--- src/hdl/pbd_pkg.sv ---
// Shared types and constants for the pulse beat detector.
`timescale 1ns / 1ps
package pbd_pkg;

  localparam int HISTORY_DEPTH_DEF = 10;

  localparam int SAMPLE_W   = 10;
  localparam int ELAPSED_W  = 15;
  localparam int PERIOD_W   = 5;
  localparam int REFR_W     = 12;
  localparam int TIMEOUT_W  = 14;
  localparam int BPM_W      = 16;
  localparam int IVL_OUT_W  = 14;
  localparam int CFG_IDX_W  = 4;
  localparam int CFG_DATA_W = 14;

  localparam logic [CFG_IDX_W-1:0] CFG_SAMPLE_PERIOD = 4'd0;
  localparam logic [CFG_IDX_W-1:0] CFG_REFRACTORY    = 4'd1;
  localparam logic [CFG_IDX_W-1:0] CFG_TIMEOUT       = 4'd2;
  localparam logic [CFG_IDX_W-1:0] CFG_REST_LEVEL    = 4'd3;

  localparam logic [PERIOD_W-1:0]  PERIOD_RESET    = 5'd2;
  localparam logic [REFR_W-1:0]    REFR_RESET      = 12'd250;
  localparam logic [TIMEOUT_W-1:0] TIMEOUT_RESET   = 14'd2500;
  localparam logic [SAMPLE_W-1:0]  REST_RESET      = 10'd512;
  localparam logic [SAMPLE_W-1:0]  THRESH_RESET    = 10'd525;
  localparam int                   LAST_IVL_RESET  = 600;
  localparam int                   GATE_DIVISOR    = 5;
  localparam int                   GATE_MULT       = 3;
  localparam int                   GATE_RESET      = (LAST_IVL_RESET / GATE_DIVISOR) * GATE_MULT;
  localparam int                   GATE_SHIFT      = ELAPSED_W + $clog2(GATE_DIVISOR);
  localparam int                   GATE_RECIP      =
    ((1 << GATE_SHIFT) + GATE_DIVISOR - 1) / GATE_DIVISOR;
  localparam int                   BPM_NUMERATOR   = 60000;
  localparam logic [ELAPSED_W-1:0] ELAPSED_MAX     = 15'h7FFF;
  localparam logic [IVL_OUT_W-1:0] IVL_OUT_MAX     = 14'h3FFF;
  localparam logic [SAMPLE_W-1:0]  SAMPLE_MAX      = 10'h3FF;

  typedef enum logic [3:0] {
    S_IDLE,
    S_EVAL,
    S_BPM_GO,
    S_BPM_WAIT,
    S_GATE,
    S_EMIT
  } state_t;

endpackage

--- src/hdl/pulse_beat_detector.sv ---
// Top level: adaptive-threshold pulse beat detector with bpm averaging.
//
//  channel | ports                                   | direction
//  --------+-----------------------------------------+----------
//  in      | in_valid, in_ready, in_sample           | sink
//  out     | out_valid, out_ready, out_pulse_active, | source
//          | out_beat_event, out_bpm, out_interval_ms,|
//          | out_threshold_level                     |
//  cfg     | cfg_valid, cfg_ready, cfg_index, cfg_data| sink
//
// A sample without a beat passes through accept, evaluate and loading
// of the output register. The first beat after a start adds the gate
// step; a later beat also runs the divider for bpm before the gate
// step. Mean and gate come from reciprocal multiplication.
// in_ready is high only while the sequencer is idle; a finished result waits in
// the output register, and a stalled out_ready holds the sequencer in its last step.
// rst_n is synchronous; the interval history holds no reset and is filled on the
// second beat after start or timeout.
`timescale 1ns / 1ps
module pulse_beat_detector
  import pbd_pkg::*;
#(
  parameter int HISTORY_DEPTH = HISTORY_DEPTH_DEF
) (
  input  logic                  clk,
  input  logic                  rst_n,
  input  logic                  in_valid,
  output logic                  in_ready,
  input  logic [SAMPLE_W-1:0]   in_sample,
  output logic                  out_valid,
  input  logic                  out_ready,
  output logic                  out_pulse_active,
  output logic                  out_beat_event,
  output logic [BPM_W-1:0]      out_bpm,
  output logic [IVL_OUT_W-1:0]  out_interval_ms,
  output logic [SAMPLE_W-1:0]   out_threshold_level,
  input  logic                  cfg_valid,
  output logic                  cfg_ready,
  input  logic [CFG_IDX_W-1:0]  cfg_index,
  input  logic [CFG_DATA_W-1:0] cfg_data
);

  localparam int SUM_W      = ELAPSED_W + $clog2(HISTORY_DEPTH);
  localparam int MEAN_SHIFT = SUM_W + $clog2(HISTORY_DEPTH);
  localparam int MEAN_RECIP = ((1 << MEAN_SHIFT) + HISTORY_DEPTH - 1) / HISTORY_DEPTH;
  localparam int MEAN_PW    = 2 * SUM_W + 2;
  localparam int GATE_PW    = 2 * ELAPSED_W + 2;
  localparam int DW         = BPM_W;
  localparam int VW         = ELAPSED_W;

  state_t state_r, state_nxt;

  logic [PERIOD_W-1:0]  period_r;
  logic [REFR_W-1:0]    refr_r;
  logic [TIMEOUT_W-1:0] timeout_r;
  logic [SAMPLE_W-1:0]  rest_r;

  logic [ELAPSED_W-1:0] elapsed_r, elapsed_nxt;
  logic [ELAPSED_W-1:0] last_ivl_r, last_ivl_nxt;
  logic [ELAPSED_W-1:0] gate_r, gate_nxt;
  logic [SAMPLE_W-1:0]  peak_r, peak_nxt;
  logic [SAMPLE_W-1:0]  trough_r, trough_nxt;
  logic [SAMPLE_W-1:0]  thr_r, thr_nxt;
  logic                 in_pulse_r, in_pulse_nxt;
  logic                 first_r, first_nxt;
  logic                 second_r, second_nxt;
  logic [BPM_W-1:0]     bpm_r, bpm_nxt;
  logic                 event_r, event_nxt;
  logic [SAMPLE_W-1:0]  sample_r;
  logic [SUM_W-1:0]     sum_r, sum_nxt;
  logic [ELAPSED_W-1:0] hist_r [HISTORY_DEPTH];
  logic                 hist_push;

  logic                 out_valid_r, out_valid_nxt;
  logic                 o_pulse_r;
  logic                 o_event_r;
  logic [BPM_W-1:0]     o_bpm_r;
  logic [IVL_OUT_W-1:0] o_ivl_r;
  logic [SAMPLE_W-1:0]  o_thr_r;
  logic                 out_load;

  logic                 div_start;
  logic [DW-1:0]        div_dividend;
  logic [VW-1:0]        div_divisor;
  logic                 div_busy;
  logic                 div_done;
  logic [DW-1:0]        div_quo;

  logic [ELAPSED_W:0]   elapsed_sum;
  logic [SAMPLE_W-1:0]  peak1, trough1, amp;
  logic [SAMPLE_W:0]    thr_sum;
  logic                 beat;
  logic [MEAN_PW-1:0]   mean_prod, mean_shr;
  logic [VW-1:0]        mean;
  logic [GATE_PW-1:0]   gate_prod, gate_shr;
  logic [ELAPSED_W-1:0] gate_q;
  logic [ELAPSED_W:0]   gate_calc;

  logic in_acc;
  assign in_acc    = in_valid && in_ready;
  assign in_ready  = (state_r == S_IDLE);
  assign cfg_ready = 1'b1;

  pbd_div #(
    .DW(DW),
    .VW(VW)
  ) u_div (
    .clk      (clk),
    .rst_n    (rst_n),
    .start    (div_start),
    .dividend (div_dividend),
    .divisor  (div_divisor),
    .busy     (div_busy),
    .done     (div_done),
    .quotient (div_quo)
  );

  always_ff @(posedge clk) begin
    if (!rst_n) begin
      period_r  <= PERIOD_RESET;
      refr_r    <= REFR_RESET;
      timeout_r <= TIMEOUT_RESET;
      rest_r    <= REST_RESET;
    end else if (cfg_valid && cfg_ready) begin
      case (cfg_index)
        CFG_SAMPLE_PERIOD: period_r  <= cfg_data[PERIOD_W-1:0];
        CFG_REFRACTORY:    refr_r    <= cfg_data[REFR_W-1:0];
        CFG_TIMEOUT:       timeout_r <= cfg_data[TIMEOUT_W-1:0];
        CFG_REST_LEVEL:    rest_r    <= cfg_data[SAMPLE_W-1:0];
        default: ;
      endcase
    end
  end

  always_comb begin
    elapsed_sum = {1'b0, elapsed_r} + {{(ELAPSED_W + 1 - PERIOD_W){1'b0}}, period_r};

    trough1 = trough_r;
    if (sample_r < thr_r && elapsed_r > gate_r && sample_r < trough_r) begin
      trough1 = sample_r;
    end
    peak1 = peak_r;
    if (sample_r > thr_r && sample_r > peak_r) begin
      peak1 = sample_r;
    end
    beat = (elapsed_r > {{(ELAPSED_W - REFR_W){1'b0}}, refr_r}) && (sample_r > thr_r) &&
           !in_pulse_r && (elapsed_r > gate_r);
    amp     = (peak1 > trough1) ? (peak1 - trough1) : '0;
    thr_sum = {2'b00, amp[SAMPLE_W-1:1]} + {1'b0, trough1};

    // mean = sum / HISTORY_DEPTH, gate = (last interval / 5) * 3
    mean_prod = MEAN_PW'(sum_r) * MEAN_PW'(MEAN_RECIP);
    mean_shr  = mean_prod >> MEAN_SHIFT;
    mean      = mean_shr[VW-1:0];
    if (mean == '0) begin
      mean = VW'(1);
    end
    gate_prod = GATE_PW'(last_ivl_r) * GATE_PW'(GATE_RECIP);
    gate_shr  = gate_prod >> GATE_SHIFT;
    gate_q    = gate_shr[ELAPSED_W-1:0];
    gate_calc = {gate_q, 1'b0} + {1'b0, gate_q};

    state_nxt     = state_r;
    elapsed_nxt   = elapsed_r;
    last_ivl_nxt  = last_ivl_r;
    gate_nxt      = gate_r;
    peak_nxt      = peak_r;
    trough_nxt    = trough_r;
    thr_nxt       = thr_r;
    in_pulse_nxt  = in_pulse_r;
    first_nxt     = first_r;
    second_nxt    = second_r;
    bpm_nxt       = bpm_r;
    event_nxt     = event_r;
    sum_nxt       = sum_r;
    hist_push     = 1'b0;
    div_start     = 1'b0;
    div_dividend  = DW'(BPM_NUMERATOR);
    div_divisor   = mean;
    out_load      = 1'b0;

    case (state_r)
      S_IDLE: begin
        if (in_acc) begin
          elapsed_nxt = elapsed_sum[ELAPSED_W] ? ELAPSED_MAX : elapsed_sum[ELAPSED_W-1:0];
          event_nxt   = 1'b0;
          state_nxt   = S_EVAL;
        end
      end
      S_EVAL: begin
        peak_nxt   = peak1;
        trough_nxt = trough1;
        state_nxt  = S_EMIT;
        if (beat) begin
          in_pulse_nxt = 1'b1;
          last_ivl_nxt = elapsed_r;
          elapsed_nxt  = '0;
          if (first_r) begin
            first_nxt  = 1'b0;
            second_nxt = 1'b1;
            state_nxt  = S_GATE;
          end else begin
            second_nxt = 1'b0;
            hist_push  = 1'b1;
            event_nxt  = 1'b1;
            if (second_r) begin
              sum_nxt = SUM_W'(HISTORY_DEPTH) * SUM_W'(elapsed_r);
            end else begin
              sum_nxt = sum_r - SUM_W'(hist_r[0]) + SUM_W'(elapsed_r);
            end
            state_nxt = S_BPM_GO;
          end
        end else if (sample_r < thr_r && in_pulse_r) begin
          in_pulse_nxt = 1'b0;
          thr_nxt      = thr_sum[SAMPLE_W] ? SAMPLE_MAX : thr_sum[SAMPLE_W-1:0];
          peak_nxt     = thr_nxt;
          trough_nxt   = thr_nxt;
        end
        if (!(beat && first_r) && elapsed_r > {1'b0, timeout_r}) begin
          thr_nxt     = rest_r;
          peak_nxt    = rest_r;
          trough_nxt  = rest_r;
          elapsed_nxt = '0;
          first_nxt   = 1'b1;
          second_nxt  = 1'b0;
        end
      end
      S_BPM_GO: begin
        div_start = 1'b1;
        state_nxt = S_BPM_WAIT;
      end
      S_BPM_WAIT: begin
        if (div_done) begin
          bpm_nxt   = div_quo[BPM_W-1:0];
          state_nxt = S_GATE;
        end
      end
      S_GATE: begin
        gate_nxt  = gate_calc[ELAPSED_W-1:0];
        state_nxt = S_EMIT;
      end
      S_EMIT: begin
        if (!out_valid_r || out_ready) begin
          out_load  = 1'b1;
          state_nxt = S_IDLE;
        end
      end
      default: state_nxt = S_IDLE;
    endcase
  end

  always_comb begin
    out_valid_nxt = out_valid_r;
    if (out_load) begin
      out_valid_nxt = 1'b1;
    end else if (out_ready) begin
      out_valid_nxt = 1'b0;
    end
  end

  always_ff @(posedge clk) begin
    if (!rst_n) begin
      state_r     <= S_IDLE;
      out_valid_r <= 1'b0;
      elapsed_r   <= '0;
      last_ivl_r  <= ELAPSED_W'(LAST_IVL_RESET);
      gate_r      <= ELAPSED_W'(GATE_RESET);
      peak_r      <= REST_RESET;
      trough_r    <= REST_RESET;
      thr_r       <= THRESH_RESET;
      in_pulse_r  <= 1'b0;
      first_r     <= 1'b1;
      second_r    <= 1'b0;
      bpm_r       <= '0;
      event_r     <= 1'b0;
    end else begin
      state_r     <= state_nxt;
      out_valid_r <= out_valid_nxt;
      elapsed_r   <= elapsed_nxt;
      last_ivl_r  <= last_ivl_nxt;
      gate_r      <= gate_nxt;
      peak_r      <= peak_nxt;
      trough_r    <= trough_nxt;
      thr_r       <= thr_nxt;
      in_pulse_r  <= in_pulse_nxt;
      first_r     <= first_nxt;
      second_r    <= second_nxt;
      bpm_r       <= bpm_nxt;
      event_r     <= event_nxt;
    end
  end

  always_ff @(posedge clk) begin
    if (in_acc) begin
      sample_r <= in_sample;
    end
    sum_r <= sum_nxt;
    if (hist_push) begin
      for (int i = 0; i < HISTORY_DEPTH - 1; i++) begin
        hist_r[i] <= second_r ? elapsed_r : hist_r[i+1];
      end
      hist_r[HISTORY_DEPTH-1] <= elapsed_r;
    end
    if (out_load) begin
      o_pulse_r <= in_pulse_r;
      o_event_r <= event_r;
      o_bpm_r   <= bpm_r;
      o_ivl_r   <= (last_ivl_r > ELAPSED_W'(IVL_OUT_MAX)) ? IVL_OUT_MAX
                                                         : last_ivl_r[IVL_OUT_W-1:0];
      o_thr_r   <= thr_r;
    end
  end

  assign out_valid           = out_valid_r;
  assign out_pulse_active    = o_pulse_r;
  assign out_beat_event      = o_event_r;
  assign out_bpm             = o_bpm_r;
  assign out_interval_ms     = o_ivl_r;
  assign out_threshold_level = o_thr_r;

  a_accept_to_eval : assert property (@(posedge clk) disable iff (!rst_n)
    in_acc |=> state_r == S_EVAL) else $error("accepted sample not evaluated");
  a_event_in_pulse : assert property (@(posedge clk) disable iff (!rst_n)
    out_valid_r && o_event_r |-> o_pulse_r) else $error("beat event outside a pulse");
  a_done_in_wait : assert property (@(posedge clk) disable iff (!rst_n)
    div_done |-> state_r == S_BPM_WAIT)
    else $error("divider result with no waiting step");
  a_idle_div_free : assert property (@(posedge clk) disable iff (!rst_n)
    state_r == S_IDLE |-> !div_busy) else $error("divider busy while idle");

endmodule

--- src/hdl/pbd_div.sv ---
// Restoring divider, one quotient bit per cycle.
`timescale 1ns / 1ps
module pbd_div
  import pbd_pkg::*;
#(
  parameter int DW = 20,
  parameter int VW = 15
) (
  input  logic          clk,
  input  logic          rst_n,
  input  logic          start,
  input  logic [DW-1:0] dividend,
  input  logic [VW-1:0] divisor,
  output logic          busy,
  output logic          done,
  output logic [DW-1:0] quotient
);

  localparam int CNT_W = $clog2(DW + 1);

  logic [DW-1:0]    quo_r, quo_nxt;
  logic [VW-1:0]    rem_r, rem_nxt;
  logic [VW-1:0]    dvs_r;
  logic [CNT_W-1:0] cnt_r, cnt_nxt;
  logic             run_r, run_nxt;
  logic             done_r, done_nxt;
  logic [VW:0]      trial;
  logic [VW:0]      diff;

  always_comb begin
    trial    = {rem_r, quo_r[DW-1]};
    diff     = trial - {1'b0, dvs_r};
    quo_nxt  = quo_r;
    rem_nxt  = rem_r;
    cnt_nxt  = cnt_r;
    run_nxt  = run_r;
    done_nxt = 1'b0;
    if (start) begin
      quo_nxt = dividend;
      rem_nxt = '0;
      cnt_nxt = CNT_W'(DW);
      run_nxt = 1'b1;
    end else if (run_r) begin
      if (trial >= {1'b0, dvs_r}) begin
        rem_nxt = diff[VW-1:0];
        quo_nxt = {quo_r[DW-2:0], 1'b1};
      end else begin
        rem_nxt = trial[VW-1:0];
        quo_nxt = {quo_r[DW-2:0], 1'b0};
      end
      cnt_nxt = cnt_r - 1'b1;
      if (cnt_r == CNT_W'(1)) begin
        run_nxt  = 1'b0;
        done_nxt = 1'b1;
      end
    end
  end

  always_ff @(posedge clk) begin
    if (!rst_n) begin
      run_r  <= 1'b0;
      done_r <= 1'b0;
      cnt_r  <= '0;
    end else begin
      run_r  <= run_nxt;
      done_r <= done_nxt;
      cnt_r  <= cnt_nxt;
    end
  end

  always_ff @(posedge clk) begin
    quo_r <= quo_nxt;
    rem_r <= rem_nxt;
    if (start) begin
      dvs_r <= divisor;
    end
  end

  assign busy     = run_r;
  assign done     = done_r;
  assign quotient = quo_r;

  a_no_restart : assert property (@(posedge clk) disable iff (!rst_n)
    start |-> !run_r) else $error("divider started while busy");
  a_done_ends_run : assert property (@(posedge clk) disable iff (!rst_n)
    done_r |-> $past(run_r) && !run_r) else $error("done without a finished run");
  a_count_live : assert property (@(posedge clk) disable iff (!rst_n)
    run_r |-> cnt_r != '0) else $error("divider running with empty count");

endmodule
--- config.mk ---
export PLATFORM = sky130hd
export DESIGN_NAME = pulse_beat_detector
export DESIGN_NICKNAME = d
export VERILOG_FILES = /design/src/hdl/pbd_pkg.sv /design/src/hdl/pulse_beat_detector.sv /design/src/hdl/pbd_div.sv
export SDC_FILE = /design/constraint.sdc
export NUM_CORES = 2
export LEC_CHECK = 0
export ABC_AREA = 1
export BUFFER_PORTS_ARGS = -buffer_cell sky130_fd_sc_hd__buf_2
export CORE_MARGIN = 10
export CORE_UTILIZATION = 55
export CTS_CLUSTER_SIZE = 10
export DETAILED_ROUTE_END_ITERATION = 6
export PLACE_DENSITY_LB_ADDON = 0.08
export SYNTH_ARGS = -nofsm -noshare
export SYNTH_HDL_FRONTEND = slang
export SYNTH_SLANG_ARGS = --single-unit
--- constraint.sdc ---
create_clock -name clk -period 16.1 [get_ports clk]
set_input_delay 3.22 -clock clk [delete_from_list [all_inputs] [get_ports clk]]
set_output_delay 3.22 -clock clk [all_outputs]
set_load 0.05 [all_outputs]
==> flow_summary.toml <==
[clock_tree]
cts_root_buffer = "clkbuf_16"
cts_hold_buffers = 0
post_cts_buffers = 0
h-tree-depth = 2
cts_num_sinks = 414
clk_pin_slew_ns = 0.06
clock_latency_ns = 0.60
cts_tree = "built"
clock_path_buffers = 3
ctsResizeCount = 0
cts-buffers-inserted = 49

[timing]
setup_viol = 0
fmax_mhz = 124
period_needed_ns = 8.09
slew_headroom_pct = 27.5
fin_skew_ns = 0.0268
holdWs_ns = 0.429
worst_pin_slew_ns = 1.08
finalHoldViolations = 0
post-route-period-util_pct = 50.3
rsz0062_at_grt = "no"
final.setup.tns_ns = 0
slew_violations = 0
setup_slack_ns = 8.01

[synth]
synth_edf_count = 236
async_flop_share_pct = 0
synth_commonest_cells = "nand2_1, inv_1, ha_1"
postSynthCellCount = 3500
synth_area_mm2 = 0.0307
yosys_warnings = 0
post_synth_num_cell_types = 61
syn_avg_cell_area_um2 = 8.77
synth_largest_area_cell = "edfxtp_1"
netlist.area_leader.share_pct = 23.1
synth_ff_type = "edfxtp_1"
ys_top_cells_by_area = "edfxtp_1, ha_1, fa_1, dfxtp_1, nand2_1"
synth_most_common_cell = "nand2_1"
syn-num-nets = 4128
ys_ff_latch = 414
ys_seq_area_share_pct = 34.7

[detailed_routing]
viasPerCell = 5.34
drt_iter0_drc = 1366
wirelength_um = 76500
final_antenna_net_count = 0
num_vias = 23300
wl_per_cell_um = 17.5
drtPass1Iterations = 7
drcViolationCount = 2

[critical_path]
cp-end-kind = "flip-flop"
crit_top_cell = "inv_1"
cp_max_fo = 5
crit_family = "adder cells"
worstSetupPathType = "flip-flop to flip-flop"
regToRegSetupSlack_ns = 8.01
timing.critical_path.buf_inv = 7
arrival_ns = 8.57
required_ns = 16.58
startpoint_type = "flip-flop"
cp_slowest_cell = "fa_1"
max_stage_delay_ns = 0.62

[finish]
design_area_mm2 = 0.0334
final_util_pct = 60.6
nNetsFinal = 4207
drive_gt1_share_pct = 6.27
fin_cells = 4369
synthToLayoutAreaGrowth_pct = 8.88

[global_routing]
overflow = 0
grt_pass1_vias = 23400
grt_max_degree = 83
antenna_found_initial = 8
grt_pass1_wl_um = 123000
grt_usage_pct = 23.2

[placed_design]
hpwl_um = 59900
io_buffer_count = 76
place_congestion = 0.914
numPlacedInstances = 4276
dpl-instance-area_mm2 = 0.0320
pre_cts_slack_ns = 8.02

[hold_path]
hold_class = "flip-flop to flip-flop"

[power_and_ir_drop]
vdd_drop_max_v = 0.000235
power_density_mw_per_mm2 = 125
p_total_mw = 4.19
p_leak_nw = 16.6

[run_status]
violations = "design-rule violations"
status = "finished with violations"

[floorplan]
die_y_um = 256
initial_utilization_pct = 55.6
fp.dieW_um = 256
rows = 86
io_pins = 78
dieArea_mm2 = 0.0657
core-area_mm2 = 0.0552

[job]
maxCapViolCount = 0
## flip-flops by register name (all words and copies together) (netlist names), 16 cells and up
register,cells
out_bpm,16
hist_r,150
u_div.quotient,16
sum_r,19
bpm_r,16
## area by class of cell
type | count | area, um2
diodes | 3 | 7.51
clock buffers | 85 | 1410
clock inverters | 5 | 55.1
fillers | 4870 | 21800
inverters | 647 | 2430
multi-input cells | 2362 | 17300
flip-flops and latches | 414 | 10700
well taps | 748 | 936
repair buffers | 105 | 598
## cells in the final DEF (no fill, tap or decap), types with 5 or more instances in the layout
cell type,n
or2_2,15
o31ai_1,16
buf_4,29
nor2_2,5
o21a_1,6
nand3_1,89
edfxtp_1,236
nor3_1,26
a21o_1,13
ha_1,416
clkbuf_1,32
a21oi_1,283
nand2_2,14
o211ai_1,27
clkbuf_16,50
fa_1,179
dfxtp_1,178
nand4_1,15
xor2_1,49
nor2_1,168
xnor2_1,19
o21ai_0,208
o21bai_1,9
nor4_1,8
inv_1,642
a21oi_2,5
a31oi_1,12
a211oi_1,10
nand2_1,713
buf_2,76
## logic make-up after synthesis
logic type / Yosys count / synth area share (%)
DFF: 414 / 34.7
buffers and inverters: 724 / 8.93
adders and majority gates: 595 / 28.6
xor gates and xnor gates: 68 / 1.94
and+or+nand+nor: 1081 / 14.7
AOI/OAI and AO/OA: 617 / 11.2
other: 1 / 0.0122
## final timing paths
kind | start | cells past startpoint | endpoint
setup / recovery | last_ivl_r[4]$_SDFFE_PN1P_ | 36 | gate_r[13]$_SDFFE_PN0P_
hold / removal | bpm_r[6]$_SDFFE_PN0P_ | 0 | out_bpm[6]$_DFFE_PP_
setup reg to reg | last_ivl_r[4]$_SDFFE_PN1P_ | 36 | gate_r[13]$_SDFFE_PN0P_
hold reg to reg | bpm_r[6]$_SDFFE_PN0P_ | 0 | out_bpm[6]$_DFFE_PP_
## per-layer routing
metal	vias to the layer above	global-route usage [%]	wire length, um
met2	520	38.3	35800
li1	11600	-	-
met4	4	9.31	2760
met5	-	0	22
met3	155	4.33	4390
met1	11100	29.7	33500
## where the power goes
group	total [mW]	switching, mW	internal [mW]
logic	1.94	1.20	0.737
registers	1.20	0.0410	1.16
clock network	1.04	0.447	0.594
total	4.19	1.69	2.49
(Power assumes the default switching activity.)
